$ cat src/sv/wbd_pkg.sv
// Shared types and constants of the weighted block downsampler.
`timescale 1ns / 1ps
`default_nettype none

package wbd_pkg;

	// input item opcodes
	localparam logic OP_PIXEL = 1'b0;
	localparam logic OP_LOAD  = 1'b1;

	// configuration port
	localparam int CFG_IDX_W  = 4;
	localparam int CFG_DATA_W = 4;
	localparam logic [CFG_IDX_W-1:0] CFG_BLOCK_WIDTH  = 4'd0;
	localparam logic [CFG_IDX_W-1:0] CFG_BLOCK_HEIGHT = 4'd1;

	// lane order inside the datapath
	localparam int NUM_LANES = 4;
	localparam int LANE_R    = 0;
	localparam int LANE_G    = 1;
	localparam int LANE_B    = 2;
	localparam int LANE_A    = 3;

	// Q1.15 by Q1.15 gives Q2.30; the byte is (255*S + 2^29) >> 30
	localparam int CHAN_W      = 16;
	localparam int PROD_W      = 32;
	localparam int FRAC_SHIFT  = 30;
	localparam int ROUND_BIT   = 29;
	localparam logic [7:0] BYTE_MAX = 8'hFF;

	// per-lane stage enables, driven by the top-level pipeline control
	typedef struct packed {
		logic ld_s1;    // pixel transfer: capture the channel
		logic ld_s2;    // product register takes stage 1
		logic acc_en;   // stage 2 product goes into the sum
		logic acc_last; // that product closes the block
		logic ld_s4;    // scaled sum register takes stage 3
	} wbd_lane_ctl_t;

endpackage

`default_nettype wire

$ cat src/sv/wbd_ifs.sv
// Stream and configuration channel interfaces of the weighted block downsampler.
`timescale 1ns / 1ps
`default_nettype none

interface wbd_in_if;
	logic        valid;
	logic        ready;
	logic        op;
	logic [5:0]  weight_index;
	logic [15:0] weight_value;
	logic [15:0] red;
	logic [15:0] green;
	logic [15:0] blue;
	logic [15:0] alpha;

	modport source (
		output valid, op, weight_index, weight_value, red, green, blue, alpha,
		input  ready
	);
	modport sink (
		input  valid, op, weight_index, weight_value, red, green, blue, alpha,
		output ready
	);
endinterface

interface wbd_out_if;
	logic        valid;
	logic        ready;
	logic [31:0] argb_pixel;

	modport source (output valid, argb_pixel, input ready);
	modport sink   (input valid, argb_pixel, output ready);
endinterface

interface wbd_cfg_if;
	logic                           valid;
	logic                           ready;
	logic [wbd_pkg::CFG_IDX_W-1:0]  index;
	logic [wbd_pkg::CFG_DATA_W-1:0] data;

	modport source (output valid, index, data, input ready);
	modport sink   (input valid, index, data, output ready);
endinterface

`default_nettype wire

$ cat src/sv/wbd_lane.sv
// One channel lane: weight multiply, block accumulator and scale by 255.
`timescale 1ns / 1ps
`default_nettype none

module wbd_lane #(
	parameter int SUM_W = 38
) (
	input  wire logic                          clk,
	input  wire logic                          arst_n,
	input  wire wbd_pkg::wbd_lane_ctl_t        ctl,
	input  wire logic [wbd_pkg::CHAN_W-1:0]    chan,
	input  wire logic [wbd_pkg::CHAN_W-1:0]    weight_s1,
	output logic      [SUM_W+7:0]              scaled_s4
);

	logic [wbd_pkg::CHAN_W-1:0] chan_s1;
	logic [wbd_pkg::PROD_W-1:0] prod_s2;
	logic [SUM_W-1:0]           sum_q;
	logic [SUM_W-1:0]           final_s3;
	logic [SUM_W-1:0]           total;

	assign total = sum_q + SUM_W'(prod_s2);

	always_ff @(posedge clk) begin
		if (ctl.ld_s1) begin
			chan_s1 <= chan;
		end
		if (ctl.ld_s2) begin
			prod_s2 <= wbd_pkg::PROD_W'(chan_s1) * wbd_pkg::PROD_W'(weight_s1);
		end
		if (ctl.acc_en && ctl.acc_last) begin
			final_s3 <= total;
		end
		// 255*S as S*256 - S
		if (ctl.ld_s4) begin
			scaled_s4 <= {final_s3, 8'd0} - {8'd0, final_s3};
		end
	end

	always_ff @(posedge clk or negedge arst_n) begin
		if (!arst_n) begin
			sum_q <= '0;
		end else if (ctl.acc_en) begin
			sum_q <= ctl.acc_last ? '0 : total;
		end
	end

endmodule

`default_nettype wire

$ cat src/sv/wbd_merge.sv
// Merge stage: round and clamp the four lane sums, pack ARGB, hold the result.
`timescale 1ns / 1ps
`default_nettype none

module wbd_merge #(
	parameter int SC_W = 46
) (
	input  wire logic              clk,
	input  wire logic              arst_n,
	input  wire logic              in_valid,
	output logic                   in_ready,
	input  wire logic [SC_W-1:0]   scaled [wbd_pkg::NUM_LANES],
	wbd_out_if.source              res
);

	logic [7:0] chan_byte [wbd_pkg::NUM_LANES];
	logic       out_valid_q;
	logic [31:0] argb_q;

	always_comb begin
		logic [SC_W-1:0] rounded;
		for (int k = 0; k < wbd_pkg::NUM_LANES; k++) begin
			rounded = scaled[k] + (SC_W'(1) << wbd_pkg::ROUND_BIT);
			if (|rounded[SC_W-1:wbd_pkg::FRAC_SHIFT+8]) begin
				chan_byte[k] = wbd_pkg::BYTE_MAX;
			end else begin
				chan_byte[k] = rounded[wbd_pkg::FRAC_SHIFT+7:wbd_pkg::FRAC_SHIFT];
			end
		end
	end

	assign in_ready = !out_valid_q || res.ready;

	always_ff @(posedge clk or negedge arst_n) begin
		if (!arst_n) begin
			out_valid_q <= 1'b0;
		end else if (in_ready) begin
			out_valid_q <= in_valid;
		end
	end

	always_ff @(posedge clk) begin
		if (in_ready && in_valid) begin
			argb_q <= {chan_byte[wbd_pkg::LANE_A], chan_byte[wbd_pkg::LANE_R],
			           chan_byte[wbd_pkg::LANE_G], chan_byte[wbd_pkg::LANE_B]};
		end
	end

	assign res.valid      = out_valid_q;
	assign res.argb_pixel = argb_q;

endmodule

`default_nettype wire

$ cat src/sv/weighted_block_downsampler.sv
// Top level of the weighted block downsampler: weight memory, lanes, merge stage.
`timescale 1ns / 1ps
`default_nettype none

// Channel   Dir  Payload                                            Transfer
// pix       in   op, weight_index, weight_value, red/green/blue/alpha  valid & ready
// res       out  argb_pixel                                          valid & ready
// cfg       in   index (0 block_width, 1 block_height), data         valid & ready
//
// One input item per cycle while pix.ready is high. A pixel that closes a block
// raises res.valid through five registers: memory read at the transfer edge,
// multiply, accumulate, x255, merge.
// Weight loads write the memory at transfer and never enter the lanes.
// Reset clears sums, tap position and valids; block dims return to 1.
// Weight memory has no reset; load every slot a block uses first.
// Stages collapse bubbles. While a result waits on res, pixels that do not close
// a block keep flowing into the sums; a closing pixel waits in stage 2 until
// stage 3 frees, and input stalls behind it.

module weighted_block_downsampler #(
	parameter int MAX_BLOCK_DIM = 8
) (
	input  wire logic clk,
	input  wire logic arst_n,
	wbd_in_if.sink    pix,
	wbd_out_if.source res,
	wbd_cfg_if.sink   cfg
);

	localparam int TABLE_SIZE = MAX_BLOCK_DIM * MAX_BLOCK_DIM;
	localparam int TIDX_W     = (TABLE_SIZE > 1) ? $clog2(TABLE_SIZE) : 1;
	localparam int TAP_W      = $clog2(TABLE_SIZE + 1);
	localparam int DIM_W      = $clog2(MAX_BLOCK_DIM + 1);
	localparam int SUM_W      = wbd_pkg::PROD_W + $clog2(TABLE_SIZE);
	localparam int SC_W       = SUM_W + 8;
	localparam int WIX_W      = (TIDX_W > 6) ? TIDX_W : 6;

	// zero acts as one, anything above the maximum saturates
	function automatic logic [DIM_W-1:0] clamp_dim(input logic [3:0] raw);
		logic [4:0] r5;
		r5 = {1'b0, raw};
		if (r5 == 5'd0) begin
			return DIM_W'(1);
		end else if (r5 > 5'(MAX_BLOCK_DIM)) begin
			return DIM_W'(MAX_BLOCK_DIM);
		end
		return DIM_W'(r5);
	endfunction

	// ---------------- configuration ----------------
	logic [3:0] block_width_q;
	logic [3:0] block_height_q;

	assign cfg.ready = 1'b1;

	always_ff @(posedge clk or negedge arst_n) begin
		if (!arst_n) begin
			block_width_q  <= 4'd1;
			block_height_q <= 4'd1;
		end else if (cfg.valid) begin
			unique case (cfg.index)
				wbd_pkg::CFG_BLOCK_WIDTH:  block_width_q  <= cfg.data;
				wbd_pkg::CFG_BLOCK_HEIGHT: block_height_q <= cfg.data;
				default: ;
			endcase
		end
	end

	logic [DIM_W-1:0]   dim_w, dim_h;
	logic [2*DIM_W-1:0] taps_full;
	logic [TAP_W-1:0]   taps;

	assign dim_w     = clamp_dim(block_width_q);
	assign dim_h     = clamp_dim(block_height_q);
	assign taps_full = {{DIM_W{1'b0}}, dim_w} * {{DIM_W{1'b0}}, dim_h};
	assign taps      = TAP_W'(taps_full);

	// ---------------- pipeline control ----------------
	logic valid_s1, valid_s2, valid_s3, valid_s4;
	logic last_s1, last_s2;
	logic ready_s1, ready_s2, ready_s3, ready_s4;
	logic adv2;
	logic merge_ready;

	// only a block-closing item needs a slot in stage 3; others retire into the sums
	assign ready_s4 = !valid_s4 || merge_ready;
	assign ready_s3 = !valid_s3 || ready_s4;
	assign adv2     = valid_s2 && (!last_s2 || ready_s3);
	assign ready_s2 = !valid_s2 || adv2;
	assign ready_s1 = !valid_s1 || ready_s2;

	logic accept, accept_pix, accept_load;

	assign pix.ready   = ready_s1;
	assign accept      = pix.valid && pix.ready;
	assign accept_pix  = accept && (pix.op == wbd_pkg::OP_PIXEL);
	assign accept_load = accept && (pix.op == wbd_pkg::OP_LOAD);

	// ---------------- tap position ----------------
	logic [TAP_W-1:0] tap_q;
	logic [TAP_W-1:0] tap_next;
	logic             last;

	assign tap_next = tap_q + 1'b1;
	// a shrunk block with the position already past it closes on the next pixel
	assign last     = (tap_next >= taps);

	always_ff @(posedge clk or negedge arst_n) begin
		if (!arst_n) begin
			tap_q <= '0;
		end else if (accept_pix) begin
			tap_q <= last ? '0 : tap_next;
		end
	end

	// ---------------- weight memory ----------------
	logic [15:0]      weight_mem [TABLE_SIZE];
	logic [15:0]      weight_s1;
	logic [WIX_W-1:0] windex;
	logic             windex_ok;

	assign windex    = WIX_W'(pix.weight_index);
	assign windex_ok = (32'(pix.weight_index) < 32'(TABLE_SIZE));

	// a load lands at its transfer edge, before any later pixel reads, so no bypass needed
	always_ff @(posedge clk) begin
		if (accept_load && windex_ok) begin
			weight_mem[windex[TIDX_W-1:0]] <= pix.weight_value;
		end
		if (accept_pix) begin
			weight_s1 <= weight_mem[tap_q[TIDX_W-1:0]];
		end
	end

	// ---------------- stage valids ----------------
	always_ff @(posedge clk or negedge arst_n) begin
		if (!arst_n) begin
			valid_s1 <= 1'b0;
			valid_s2 <= 1'b0;
			valid_s3 <= 1'b0;
			valid_s4 <= 1'b0;
		end else begin
			if (ready_s1) begin
				valid_s1 <= accept_pix;
			end
			if (ready_s2) begin
				valid_s2 <= valid_s1;
			end
			if (ready_s3) begin
				valid_s3 <= adv2 && last_s2;
			end
			if (ready_s4) begin
				valid_s4 <= valid_s3;
			end
		end
	end

	always_ff @(posedge clk) begin
		if (accept_pix) begin
			last_s1 <= last;
		end
		if (ready_s2 && valid_s1) begin
			last_s2 <= last_s1;
		end
	end

	// ---------------- lanes ----------------
	wbd_pkg::wbd_lane_ctl_t lane_ctl;

	assign lane_ctl.ld_s1    = accept_pix;
	assign lane_ctl.ld_s2    = ready_s2 && valid_s1;
	assign lane_ctl.acc_en   = adv2;
	assign lane_ctl.acc_last = last_s2;
	assign lane_ctl.ld_s4    = ready_s4 && valid_s3;

	logic [wbd_pkg::CHAN_W-1:0] lane_chan [wbd_pkg::NUM_LANES];
	logic [SC_W-1:0]            lane_scaled [wbd_pkg::NUM_LANES];

	assign lane_chan[wbd_pkg::LANE_R] = pix.red;
	assign lane_chan[wbd_pkg::LANE_G] = pix.green;
	assign lane_chan[wbd_pkg::LANE_B] = pix.blue;
	assign lane_chan[wbd_pkg::LANE_A] = pix.alpha;

	for (genvar g = 0; g < wbd_pkg::NUM_LANES; g++) begin : g_lane
		wbd_lane #(
			.SUM_W(SUM_W)
		) u_lane (
			.clk      (clk),
			.arst_n   (arst_n),
			.ctl      (lane_ctl),
			.chan     (lane_chan[g]),
			.weight_s1(weight_s1),
			.scaled_s4(lane_scaled[g])
		);
	end

	// ---------------- merge ----------------
	wbd_merge #(
		.SC_W(SC_W)
	) u_merge (
		.clk     (clk),
		.arst_n  (arst_n),
		.in_valid(valid_s4),
		.in_ready(merge_ready),
		.scaled  (lane_scaled),
		.res     (res)
	);

	// ---------------- assertions ----------------
	a_tap_in_table: assert property (@(posedge clk) disable iff (!arst_n)
		tap_q < TAP_W'(TABLE_SIZE))
		else $error("tap position left the weight table");

	a_block_restart: assert property (@(posedge clk) disable iff (!arst_n)
		(accept_pix && last) |=> (tap_q == '0))
		else $error("tap position not cleared after closing pixel");

	a_pixel_enters: assert property (@(posedge clk) disable iff (!arst_n)
		accept_pix |=> valid_s1)
		else $error("transferred pixel missing from stage 1");

	a_result_held: assert property (@(posedge clk) disable iff (!arst_n)
		(valid_s3 && !ready_s3) |=> valid_s3)
		else $error("stalled block sum dropped");

endmodule

`default_nettype wire
$ cat src/flat_wrapper.sv
// flat-port wrapper written by rule: the top's interface ports become plain ports
module weighted_block_downsampler_flat 
#(
	parameter int MAX_BLOCK_DIM = 8
)
  (clk, arst_n, pix_valid, pix_op, pix_weight_index, pix_weight_value, pix_red, pix_green, pix_blue, pix_alpha, pix_ready, res_valid, res_argb_pixel, res_ready, cfg_valid, cfg_index, cfg_data, cfg_ready);
  wbd_in_if pix_i ();
  wbd_out_if res_i ();
  wbd_cfg_if cfg_i ();
  input  wire logic clk;
  input  wire logic arst_n;
  input wire logic [$bits(pix_i.valid)-1:0] pix_valid;
  input wire logic [$bits(pix_i.op)-1:0] pix_op;
  input wire logic [$bits(pix_i.weight_index)-1:0] pix_weight_index;
  input wire logic [$bits(pix_i.weight_value)-1:0] pix_weight_value;
  input wire logic [$bits(pix_i.red)-1:0] pix_red;
  input wire logic [$bits(pix_i.green)-1:0] pix_green;
  input wire logic [$bits(pix_i.blue)-1:0] pix_blue;
  input wire logic [$bits(pix_i.alpha)-1:0] pix_alpha;
  output wire logic [$bits(pix_i.ready)-1:0] pix_ready;
  output wire logic [$bits(res_i.valid)-1:0] res_valid;
  output wire logic [$bits(res_i.argb_pixel)-1:0] res_argb_pixel;
  input wire logic [$bits(res_i.ready)-1:0] res_ready;
  input wire logic [$bits(cfg_i.valid)-1:0] cfg_valid;
  input wire logic [$bits(cfg_i.index)-1:0] cfg_index;
  input wire logic [$bits(cfg_i.data)-1:0] cfg_data;
  output wire logic [$bits(cfg_i.ready)-1:0] cfg_ready;
  assign pix_i.valid = pix_valid;
  assign pix_i.op = pix_op;
  assign pix_i.weight_index = pix_weight_index;
  assign pix_i.weight_value = pix_weight_value;
  assign pix_i.red = pix_red;
  assign pix_i.green = pix_green;
  assign pix_i.blue = pix_blue;
  assign pix_i.alpha = pix_alpha;
  assign pix_ready = pix_i.ready;
  assign res_valid = res_i.valid;
  assign res_argb_pixel = res_i.argb_pixel;
  assign res_i.ready = res_ready;
  assign cfg_i.valid = cfg_valid;
  assign cfg_i.index = cfg_index;
  assign cfg_i.data = cfg_data;
  assign cfg_ready = cfg_i.ready;
  weighted_block_downsampler #(.MAX_BLOCK_DIM(MAX_BLOCK_DIM)) u_core (.clk(clk), .arst_n(arst_n), .pix(pix_i), .res(res_i), .cfg(cfg_i));
endmodule
$ cat config.mk
export PLATFORM = sky130hd
export DESIGN_NAME = weighted_block_downsampler_flat
export DESIGN_NICKNAME = d
export VERILOG_FILES = /design/src/sv/wbd_pkg.sv /design/src/sv/wbd_ifs.sv /design/src/sv/wbd_lane.sv /design/src/sv/wbd_merge.sv /design/src/sv/weighted_block_downsampler.sv /design/src/flat_wrapper.sv
export SDC_FILE = /design/constraint.sdc
export NUM_CORES = 2
export LEC_CHECK = 0
export ABC_AREA = 1
export BUFFER_PORTS_ARGS = -buffer_cell sky130_fd_sc_hd__buf_2
export CAP_MARGIN = 20
export CELL_PAD_IN_SITES_DETAIL_PLACEMENT = 0
export CELL_PAD_IN_SITES_GLOBAL_PLACEMENT = 1
export CORE_ASPECT_RATIO = 0.6
export CORE_MARGIN = 3
export CORE_UTILIZATION = 35
export DETAILED_ROUTE_END_ITERATION = 8
export PLACE_DENSITY = 0.6
export SYNTH_ARGS = -nofsm -noshare
export SYNTH_HDL_FRONTEND = slang
export SYNTH_HIERARCHICAL = 1
export SYNTH_SLANG_ARGS = --single-unit
$ cat constraint.sdc
create_clock -name clk -period 9.2 [get_ports clk]
set_clock_uncertainty 0.05 [all_clocks]
set_input_delay 0.92 -clock clk [delete_from_list [all_inputs] [get_ports clk]]
set_output_delay 0.92 -clock clk [all_outputs]
set_load 0.03 [all_outputs]
# Word level (Yosys, flattened, before mapping)
# Memories as Yosys holds them, arrays and structs flattened. A register that Yosys moved wholly into a read port is not among the register bits.
# Cells that the tools add are included.
# classes
add_sub_neg	13
mul	5
order_cmp	3
eq_ne	1
n_mux	17
bitwise_logic	1
reduce_logical	29
# ops
op	count
adder 46 x 30 -> 46 bit, second input constant	4
subtractor 46 x 38 -> 46 bit	4
adder 38 x 32 -> 38 bit	4
two-way mux 38 bit	4
multiplier 16 x 16 -> 32 bit	4
OR reduction 8 bit	4
two-way mux 4 bit	6
logical NOT 4 bit	3
greater-than comparator 4 bit, second input constant	2
logical AND 1 bit	8
adder 7 x 1 -> 7 bit, second input constant	1
>= comparator 7 bit	1
multiplier 4 x 4 -> 7 bit	1
two-way mux 7 bit	1
logical NOT 1 bit	6
logical OR 1 bit	6
two-way mux 1 bit	6
== test 4 x 1 -> 1 bit, second input constant	1
AND reduction 2 bit	2
inverter 1 bit	1
# word_totals
register_bits	734
ram_bits	1024
out_inout_bits	35
n_memories	1
# mem_list
name	depth	word_bits	rd	rd_ports_with_merged_regs	write_ports	line_no	rtl
u_core.weight_mem	64	16	1	1	1	weighted_block_downsampler.sv:117	logic [15:0] weight_mem [TABLE_SIZE];

# Depth between registers and ports, before layout
# logic_depth
ltp_word	12
ltp_mapped	28
depth_no_buf	26

# Cells and area by module
# The synthesis kept the hierarchy.
# modules_own_cells
mod	n_inst	cells_per_inst	area_each_um2
weighted_block_downsampler	1	3742	43324.1
wbd_lane (u_core.g_lane[1].u_lane)	1	2653	20181.9
wbd_lane (u_core.g_lane[2].u_lane)	1	2643	20106.8
wbd_lane (u_core.g_lane[0].u_lane)	1	2636	20071.8
wbd_lane (u_core.g_lane[3].u_lane)	1	2640	20056.7
wbd_merge	1	405	2934.1

# Worst setup path before layout
# OpenSTA, ideal clock, no wires.
# synth_timing
path_type	in2reg
from	in res_ready
to	reg u_core.g_lane[0].u_lane.scaled_s4[0] (enable)
arrival_time_ns	8.772
setup_slack_ns	-0.355
path_stages	4
path_cell_list	inv_1 nand2_1 nor2_1 nor2_1
# synth_lines
element	line_no	rtl
start, declared	flat_wrapper.sv:23	input wire logic [$bits(res_i.ready)-1:0] res_ready;
end signal, assigned	wbd_lane.sv:36	scaled_s4 <= {final_s3, 8'd0} - {8'd0, final_s3};
end, declared	wbd_lane.sv:13	output logic [SUM_W+7:0] scaled_s4

# Worst setup path after layout
# layout_timing
from	reg u_core.weight_s1[15] (read register of u_core.weight_mem)
to	reg u_core/g_lane[1].u_lane/prod_s2[28] in the netlist's numbering (data pin)
# layout_between
elab_chain_len	1
# layout_rtl
element	line_no	rtl
start, declared	weighted_block_downsampler.sv:118	logic [15:0] weight_s1;
multiplier 16 x 16 -> 32 bit	wbd_lane.sv:29	prod_s2 <= wbd_pkg::PROD_W'(chan_s1) * wbd_pkg::PROD_W'(weight_s1);
end signal, assigned	wbd_lane.sv:29	
end, declared	wbd_lane.sv:17	logic [wbd_pkg::PROD_W-1:0] prod_s2;
# No other way between the ends.
# A chain may end at the register's enable or synchronous reset.

==> qor.txt <==
Slew HR = 24.3%
setup TNS = 0 ps
RSZ-0062 raised after global routing = no
clock tree sinks = 1658
hold path start = pix_red[10]
FILL cells = 35600
Avg Cell Area, Syn = 8.45 µm²
Final HPWL DP = 301 mm
worst setup path endpoint = u_core/g_lane[1].u_lane/prod_s2[28]$_DFFE_PP_
drt initial violations = 9152
ANT nets after route = 0
critical path class = register to register
Worst Hold Class = primary input to register
CP Data Arrival Time = 7320 ps
worst path required time = 9780 ps
Synth Net Count = 16000
Peak Freq = 0.148 GHz
CTS tree = done
Die W = 768 µm
Avg WL per Cell = 21.2 µm
first-pass GRT wire length = 610 mm
PostCTS Resize Cnt = 0
antenna violations before repair = 23
placed instance count = 18900
H-Tree Level Count = 4
vias in the first global route = 91400
die height = 463 µm
Reg-to-Reg End = u_core/g_lane[1].u_lane/prod_s2[28]$_DFFE_PP_
FF+latch area = 48900 µm²
critical path startpoint category = register
grt ovf = 0
CTS root buf = clkbuf_16
vias = 94300
Post-CTS Setup Inserts = 0
Tcrit/Tclk final = 73.3%
R2R depth = 19
IO Pins = 135
Worst-path clk slew = 70 ps
layout cells sized above 1 = 6.12%
Yosys Warn Count = 6
Post-Syn Area = 122000 µm²
clk buf depth = 4
Global Route Usage Sum = 22.6%
drt total wl = 407 mm
status = finished clean
multi-input logic area = 61900 µm²
core area = 346000 µm²
Worst-Margin Slew = 1130 ps
flop2flop setup slack = 2460 ps
Initial Util = 35.2%
min Tclk post-route = 6740 ps
largest net degree at the start of global routing = 176
# nets final = 16000
final core occ = 38.7%
Rows = 167
setup violators final = 0
Clk Latency, worst-skew pair = 910 ps
I/O Buffers = 133
# DRC = 0
Final Instance Area = 134000 µm²
Max Cap Violations = 0
Worst Setup SP = u_core/weight_s1[15]$_DFFE_PP_
synthesis-to-finish area growth = 9.71%
placed inst area = 128000 µm²
Worst Path Max Fanout = 21
Setup crit end kind = register
DR pass1 iterations = 9
die area = 356000 µm²
GP Congestion = 0.895
total CTS buffers = 182
final cell count without fillers = 19200
Final Max Tran Viols = 0
Vias/cell = 4.91
synthesized instance count = 14400
Reg-to-Reg Start = u_core/weight_s1[15]$_DFFE_PP_
Final Hold Viols = 0
-- cell type report --
class / count / share of cell area [%]
Antenna cell: 6 / 0.0112
Clock buffer: 226 / 3.71
Clock inverter: 102 / 0.737
Inverter: 2406 / 6.77
Multi-Input combinational cell: 9870 / 46.3
Sequential cell: 1658 / 36.6
Tap cell: 4647 / 4.35
Timing Repair Buffer: 300 / 1.56
-- metrics by stage --
stage               setup slack (ps)  hold slack (ps)
finish                          2460              141
floorplan                       1910              350
detailed placement              2480              355
global placement                2540              353
global route                    2110             78.1
CTS                             2520             53.3
-- state kept, by name (all words and copies together), names as in the netlist --
register and flops:
u_core/u_merge/res.argb_pixel 32, u_core/weight_mem 1024, u_core/valid_s4 1, u_core/last_s1 1
u_core/u_merge/res.valid 1, u_core/valid_s1 1, u_core/block_height_q 4, u_core/g_lane.u_lane/final_s3 152
u_core/g_lane.u_lane/sum_q 152, u_core/g_lane.u_lane/prod_s2 128, u_core/block_width_q 4, u_core/g_lane.u_lane/scaled_s4 68
u_core/weight_s1 16, u_core/g_lane.u_lane/chan_s1 64, u_core/tap_q 7, u_core/valid_s3 1
u_core/valid_s2 1, u_core/last_s2 1
-- worst min path at each step --
stage	cells after the start	to
4_1_cts	1	u_core/g_lane[1].u_lane/chan_s1[6]$_DFFE_PP_
2_1_floorplan	0	u_core/last_s2$_DFFE_PP_
5_1_grt	1	u_core/g_lane[0].u_lane/chan_s1[10]$_DFFE_PP_
3_3_place_gp	0	u_core/last_s2$_DFFE_PP_
6_report	1	u_core/g_lane[0].u_lane/chan_s1[10]$_DFFE_PP_
3_5_place_dp	0	u_core/last_s2$_DFFE_PP_
-- metal layers --
metal,wire (µm),global-route usage (%)
met1,225000,39.3
met3,33600,4.54
met4,5670,3.36
met2,143000,27.8
met5,0,0
-- critical path: stages (launching register included) --
cell and delay, ps:
edfxtp_1 1080, buf_4 460, nand2_1 130, fa_1 530, fa_1 540, inv_1 50
fa_1 520, fa_1 520, fa_1 540, inv_1 50, fa_1 530, inv_1 40
ha_1 350, a21oi_1 200, a21boi_1 240, nor2_1 70, o21ai_0 340, nand3_1 120
nand2_1 70, nand2_1 40
-- cells in the final DEF (no fill, tap or decap), types with 19 or more instances in the layout --
cell type     n
a22o_1       35
nand3_1    1032
o21ai_0     248
nand3b_1     30
dfrtp_1     167
ha_1        690
clkbuf_16   190
buf_4       153
nor2_1      815
o21bai_1     54
nor3_1       87
xor2_1      134
edfxtp_1   1486
nor2_2       72
or2_1        24
xnor2_1      59
o21ai_1      22
nand2_2      73
nand2_1    4725
inv_2        39
nor2_4       19
a21o_1       26
a21oi_1     549
buf_2       132
nand3_2      33
clkbuf_1     28
fa_1        784
nand4_1     143
and2_1       76
clkinv_1     34
clkinv_2     29
inv_1      2357
-- what timing repair did --
action | in CTS | in global routing
endpoints found under the setup margin | 0 | 0
hold buffers | 1 | 0
endpoints found under the hold margin | 5 | 0
Power is left out: the tool's default activity adds up to more than one toggle a clock period on the data nets, which glitch-free logic cannot reach.
